$ cat config.mk
export PLATFORM = sky130hd
export DESIGN_NAME = swhl_cell
export DESIGN_NICKNAME = d
export VERILOG_FILES = /design/src/hw/rtl/swhl_pkg.sv /design/src/hw/rtl/swhl_cell.sv
export SDC_FILE = /design/constraint.sdc
export NUM_CORES = 1
export LEC_CHECK = 0
export BUFFER_PORTS_ARGS = -buffer_cell sky130_fd_sc_hd__buf_2
export CAP_MARGIN = 25
export CORE_ASPECT_RATIO = 1.2
export CORE_UTILIZATION = 53
export CTS_CLUSTER_SIZE = 16
export DETAILED_ROUTE_END_ITERATION = 8
export PLACE_DENSITY_LB_ADDON = 0.25
export SLEW_MARGIN = 20
export SYNTH_ARGS = -nofsm -noshare
export SYNTH_HDL_FRONTEND = slang
export SYNTH_SLANG_ARGS = --single-unit
$ cat constraint.sdc
create_clock -name clk_i -period 7.5 [get_ports clk_i]
set_input_delay 0 -clock clk_i [delete_from_list [all_inputs] [get_ports clk_i]]
set_output_delay 0 -clock clk_i [all_outputs]
set_load 0.01 [all_outputs]
$ cat src/hw/rtl/swhl_pkg.sv
`timescale 1ns / 1ps
`default_nettype none

package swhl_pkg;

  // configuration port
  localparam int CFG_ADDR_W = 3;
  localparam int CFG_DATA_W = 32;
  localparam int REG_IDX_W  = CFG_ADDR_W - 2;

  localparam logic [REG_IDX_W-1:0] REG_WINDOW_LENGTH = '0;

  localparam int              WL_W     = 7;
  localparam logic [WL_W-1:0] WL_RESET = 7'd20;

  localparam int IDX_W = 32;

  // controls shared by every cell of the chain
  typedef struct packed {
    logic shift;    // a new bar enters at the head, every bar moves one cell down
    logic advance;  // the partial result moves one cell towards the head
  } swhl_ctrl_t;

endpackage

`default_nettype wire

$ cat src/hw/rtl/swhl_cell.sv
`timescale 1ns / 1ps
`default_nettype none

module swhl_cell #(
  parameter int PRICE_BITS = 32
) (
  input  wire                          clk_i,
  input  wire                          rst_ni,
  input  swhl_pkg::swhl_ctrl_t         ctrl_i,
  input  wire                          inject_i,
  input  wire  signed [PRICE_BITS-1:0] bar_hi_i,
  input  wire  signed [PRICE_BITS-1:0] bar_lo_i,
  output logic signed [PRICE_BITS-1:0] bar_hi_o,
  output logic signed [PRICE_BITS-1:0] bar_lo_o,
  input  wire                          tok_vld_i,
  input  wire  signed [PRICE_BITS-1:0] tok_hi_i,
  input  wire  signed [PRICE_BITS-1:0] tok_lo_i,
  output logic                         tok_vld_o,
  output logic signed [PRICE_BITS-1:0] tok_hi_o,
  output logic signed [PRICE_BITS-1:0] tok_lo_o
);
  import swhl_pkg::*;

  localparam logic signed [PRICE_BITS-1:0] PRICE_MIN = {1'b1, {(PRICE_BITS-1){1'b0}}};
  localparam logic signed [PRICE_BITS-1:0] PRICE_MAX = {1'b0, {(PRICE_BITS-1){1'b1}}};

  logic signed [PRICE_BITS-1:0] bar_hi_q, bar_hi_d;
  logic signed [PRICE_BITS-1:0] bar_lo_q, bar_lo_d;
  logic                         tok_vld_q, tok_vld_d;
  logic signed [PRICE_BITS-1:0] tok_hi_q, tok_hi_d;
  logic signed [PRICE_BITS-1:0] tok_lo_q, tok_lo_d;
  logic signed [PRICE_BITS-1:0] in_hi, in_lo;
  logic                         tok_load;

  always_comb begin
    bar_hi_d = ctrl_i.shift ? bar_hi_i : bar_hi_q;
    bar_lo_d = ctrl_i.shift ? bar_lo_i : bar_lo_q;

    // the oldest cell of the window starts from the neutral pair
    in_hi = inject_i ? PRICE_MIN : tok_hi_i;
    in_lo = inject_i ? PRICE_MAX : tok_lo_i;

    tok_hi_d = (bar_hi_d > in_hi) ? bar_hi_d : in_hi;
    tok_lo_d = (bar_lo_d < in_lo) ? bar_lo_d : in_lo;

    tok_load  = inject_i || (ctrl_i.advance && tok_vld_i);
    tok_vld_d = tok_vld_q;
    if (inject_i) begin
      tok_vld_d = 1'b1;
    end else if (ctrl_i.advance) begin
      tok_vld_d = tok_vld_i;
    end
  end

  always_ff @(posedge clk_i) begin
    bar_hi_q <= bar_hi_d;
    bar_lo_q <= bar_lo_d;
    if (tok_load) begin
      tok_hi_q <= tok_hi_d;
      tok_lo_q <= tok_lo_d;
    end
  end

  always_ff @(posedge clk_i or negedge rst_ni) begin
    if (!rst_ni) begin
      tok_vld_q <= 1'b0;
    end else begin
      tok_vld_q <= tok_vld_d;
    end
  end

  assign bar_hi_o  = bar_hi_q;
  assign bar_lo_o  = bar_lo_q;
  assign tok_vld_o = tok_vld_q;
  assign tok_hi_o  = tok_hi_q;
  assign tok_lo_o  = tok_lo_q;

endmodule

`default_nettype wire

Yosys cells after proc, flatten, opt, wreduce, memory -nomap -nowiden
Index checks and enable logic that the tools add are counted.

Flip-flop bits (word level): 129. Input port bits: 134. Word-level logic and storage cells: 18.

$lt $le $gt $ge: 2. Muxes and demuxes: 8. Reduce and logical (&&, ||, !) cells: 3.

Operators by type and width (number): $mux 32 (6); $gt 32x32->1 (1); $lt 32x32->1 (1); $mux 1 (2); $reduce_bool 2->1 (1); $logic_and 1x1->1 (1); $logic_or 1x1->1 (1).

Longest topological paths before layout
Depth after elaboration: 3. Mapped depth: 12.

Worst setup path after synthesis
Ideal clock, no wire load.

Path kind: input-to-reg. Start point: input port ctrl_i[1] in the netlist's numbering. End point: register tok_lo_q[10] (netlist: tok_lo_o[10]), data pin. Arrival: 3412 ps. Required time: 7241 ps. Path slack: 3829 ps. Cell stages on the path: 12. Buffers on the path: 4. Path through: buf_2 buf_1 clkbuf_1 mux2_2 ha_1 nand4_1 or4_1 a311o_1 nor4b_4 buf_6 or4_1 o31a_1.

Longest elaborated chain between the ends: 3.

Ends and longest elaborated chain: start: declaration (RTL line swhl_cell.sv:9) `input swhl_pkg::swhl_ctrl_t ctrl_i,`; $mux 32 (RTL line swhl_cell.sv:37) `bar_lo_d = ctrl_i.shift ? bar_lo_i : bar_lo_q;`; net bar_lo_d[31] (RTL line swhl_cell.sv:28) `logic signed [PRICE_BITS-1:0] bar_lo_q, bar_lo_d;`; $lt 32x32->1 (RTL line swhl_cell.sv:44) `tok_lo_d = (bar_lo_d < in_lo) ? bar_lo_d : in_lo;`; $mux 32 (RTL line swhl_cell.sv:44); net tok_lo_d[10] (RTL line swhl_cell.sv:31) `logic signed [PRICE_BITS-1:0] tok_lo_q, tok_lo_d;`; end signal: assignment (RTL line swhl_cell.sv:60) `tok_lo_q <= tok_lo_d;`; end: declaration (RTL line swhl_cell.sv:31).

The timed path passes the listed nets, and every way through them passes these cells. A chain may end at the register's enable or synchronous reset.

Worst setup path after layout
Start point: input port ctrl_i[1] in the netlist's numbering. End point: register tok_hi_q[2] (netlist: tok_hi_o[2]), data pin.

Longest elaborated chain between the ends: 3.

Ends and longest elaborated chain: $mux 32 (RTL line swhl_cell.sv:36) `bar_hi_d = ctrl_i.shift ? bar_hi_i : bar_hi_q;`; net bar_hi_d[15] (RTL line swhl_cell.sv:27) `logic signed [PRICE_BITS-1:0] bar_hi_q, bar_hi_d;`; $gt 32x32->1 (RTL line swhl_cell.sv:43) `tok_hi_d = (bar_hi_d > in_hi) ? bar_hi_d : in_hi;`; $mux 32 (RTL line swhl_cell.sv:43); net tok_hi_d[2] (RTL line swhl_cell.sv:30) `logic signed [PRICE_BITS-1:0] tok_hi_q, tok_hi_d;`; end signal: assignment (RTL line swhl_cell.sv:59) `tok_hi_q <= tok_hi_d;`; end: declaration (RTL line swhl_cell.sv:30).

The timed path passes the listed nets, and every way through them passes these cells.

==> reports/qor.txt <==
leakage: 4.45 nW
chain of cells forming the critical path: buf_2, buf_4, mux2_2, ha_1, nand4_1, nor3_1, a21boi_0, o41ai_1, a311oi_4, buf_4, mux2_2
post-route insts no fill: 1115
met1 Use GR: 32.1%
Crit-path slowest cell: buf_4
DRT antenna net count: 0
post-detailed-route wirelength per cell: 17.8 um
arrival time of the worst setup path: 4.28 ns
Crit path largest cell delay: 0.56 ns
routed vias: 6143
R2R Path End: tok_lo_o[31]
htree depth: 4
max-slew violation count: 0
share of layout cells above drive strength 1: 41.2%
GRT busiest layer: met2
CP required: 7.65 ns
post-place setup slack: 3.00 ns
CTS tree: built
CTS Buffer Depth: 2
routability cong.: 0.842
Hold Path Class: in2reg
Combinational Power Share: 26.0%
setup tns final: 0 ns
Final Critical Period: 4.13 ns
register area share after synthesis: 47.0%
fillers: 798
first-pass GRT wire length: 31.0 mm
Post-Synthesis Cells: 584
Cell Rows: 45
asr flop ratio synth: 0.775%
final setup vio count: 0
Worst Setup EP: tok_hi_o[2]
fin worst setup slack: 3.37 ns
initial antenna violation count: 0
R2R setup slack: 3.67 ns
critical path capture point type: register
Post-layout nets: 1135
HP Start: tok_hi_i[1]
DR pass1 iterations: 4
DP HPWL: 13.2 mm
Reg clk slew, reported paths: 0.06 ns
clk_lat worst skew: 0.41 ns
Die Area: 13400 um2
Reg area: 3230 um2
num ports: 263
Sw Pwr: 0.000646 W
Initial Util: 54.2%
Total Routing Usage GR: 29.7%
number of synthesized flops with an enable pin: 64
Worst R2R Path Depth: 9
crit-path max FO: 38
vias in the first global route: 6345
FF-to-FF Start: bar_lo_o[31]
largest net degree at the start of global routing: 67
Pwr Density: 236 nW/um2
Critical Path Start: ctrl_i[1]
Tightest Pin Transition: 1.01 ns
Clock Root Buffer: clkbuf_16
GR Util met2: 54.8%
Hold-fix buffers, CTS: 99
GRT met3 Usage: 7.09%
Sequential Power Share: 38.2%
Starting DRT DRC Count: 272
Slew HR: 32.5%
warnings from Yosys: 0
Mapped Avg Cell Area: 11.8 um2
Post-Synthesis Net Count: 781
Setup Buffers After CTS: 0
n_diodes: 0
max-cap violations: 0
count of input and output buffers: 262
Sw Share: 27.6%
CP Class: in2reg
Layout Area Growth over Synthesis: 44.2%
Startpoint Class: primary input
placed cell count: 984
clock sink count: 129
total grt overflow: 0
core area: 12700 um2
Fmax achieved: 242 MHz
Residual DRC: 0
Final Hold Fails: 0
unrepaired setup endpoints after global routing: no
Vias per Instance: 5.51
TritonCTS Buffers: 17
post-synthesis register bit count: 129
cell-internal power: 0.00169 W
Chip Width: 106 um
post-synth cell types: 45
cts repair resizes: 0
hold depth: 3
fin crit share: 55.0%
prevailing post-synth register cell: edfxtp_1
Clock Skews: 0.00730 ns
Die Ht: 127 um
Post-Syn Area: 6860 um2
detailed-route wire length: 19.8 mm
outcome: completed
footprint of the multi-input gates: 3370 um2
Clk pwr share: 35.8%
Worst VDD drop: 143 uV
[per-stage QoR]
step,power [W],utilization [%],cell area (um2),hold WS (ns)
floorplan,0.00125,-,6860,-0.296
global placement,0.00144,65.3,8280,-0.226
detailed placement,0.00146,65.6,8300,-0.224
CTS,0.00234,78.1,9890,0.0389
global route,0.00244,78.2,9900,0.0820
finish,0.00234,78.2,9900,0.0529
[how the worst min path moves through the flow]
stage          slack (ns)            to
2_1_floorplan       -0.30     tok_vld_o
3_3_place_gp        -0.23     tok_vld_o
3_5_place_dp        -0.22     tok_vld_o
4_1_cts              0.04   tok_hi_o[1]
5_1_grt              0.08  tok_hi_o[24]
6_report             0.05   tok_hi_o[1]
[cells in the mapped netlist, types with 2 or more instances]
library cell / n / area (um2)
buf_2: 7 / 35.0
a21o_1: 6 / 45.0
nor2b_1: 34 / 213
nand4_1: 11 / 68.8
nand3_1: 3 / 15.0
and4_1: 4 / 35.0
o21a_1: 3 / 22.5
or4_1: 31 / 233
dfxtp_1: 64 / 1280
mux2i_1: 2 / 20.0
edfxtp_1: 64 / 1920
mux2_1: 9 / 101
inv_1: 38 / 143
buf_1: 5 / 18.8
a21oi_1: 24 / 120
ha_1: 63 / 788
nor2_1: 33 / 124
o31a_1: 30 / 263
buf_6: 3 / 33.8
o21ai_0: 8 / 40.0
nand2_1: 12 / 45.0
a211oi_1: 3 / 22.5
mux2_2: 87 / 980
clkbuf_1: 17 / 63.8
nor3_1: 3 / 15.0
[placed cells by master (no fill, tap or decap), types with 2 or more instances in the layout]
master,n
dfxtp_1,64
and4_1,4
dlygate4sd3_1,99
clkinvlp_4,2
or4_1,31
a21oi_1,24
ha_1,63
clkbuf_16,17
nand3_1,3
clkbuf_8,2
edfxtp_1,64
a21o_1,5
inv_1,38
clkinv_2,4
buf_4,5
clkbuf_1,3
nor2b_1,34
o31a_1,30
o21a_1,3
o21ai_0,8
nor3_1,3
mux2i_1,2
buf_2,261
a211oi_1,3
mux2_2,87
nand4_1,11
nor2_1,33
bufinv_16,3
mux2_1,9
nand2_1,12
[per-layer routing]
metal | wire length [um] | vias up | share of wire (%)
met5 | 0 | - | 0
met4 | 690 | 0 | 3.5
met3 | 1330 | 53 | 6.7
met2 | 10500 | 279 | 53
met1 | 7320 | 2908 | 37
li1 | - | 2903 | -
[registers in the layout, summed over array words and instances, names as in the netlist]
signal / cells
bar_hi_o: 32
bar_lo_o: 32
tok_hi_o: 32
tok_lo_o: 32
tok_vld_o: 1
[power by group through the flow]
stage | Clock [W] | Sequential, W | Combinational (W)
after floorplan | 0 | 0.000958 | 0.000296
after global placement | 0 | 0.000903 | 0.000534
after detailed placement | 0 | 0.000907 | 0.000555
after CTS | 0.000845 | 0.000894 | 0.000600
after global routing | 0.000875 | 0.000903 | 0.000660
final | 0.000837 | 0.000895 | 0.000608
[cell type report]
cell class / count / share of cell area [%]
flip-flops and latches: 129 / 32.6
clock buffers: 22 / 4.69
repair buffers: 367 / 23.8
multi-input cells: 385 / 34.0
clock inverters: 10 / 1.35
well taps: 164 / 2.07
inverters: 38 / 1.44
[kinds of logic (layout without fill, tap and decap cells)]
kind of cell,after synthesis,count (layout),share of synthesized area (%)
and+or+nand+nor,136,136,11.8
buffers and inverters,70,437,4.28
AOI/OAI and AO/OA,88,88,9.41
muxes,98,98,16.0
adders and majority gates,63,63,11.5
DFF,129,129,47.0
[worst max-delay path, delay by kind of cell]
kind,cells,cell delay (ns)
AOI/OAI and AO/OA,3,0.97
adders and majority gates,1,0.33
and+or+nand+nor,2,0.55
buffers and inverters,3,1.54
muxes,2,0.82
(Power assumes the default switching activity.)
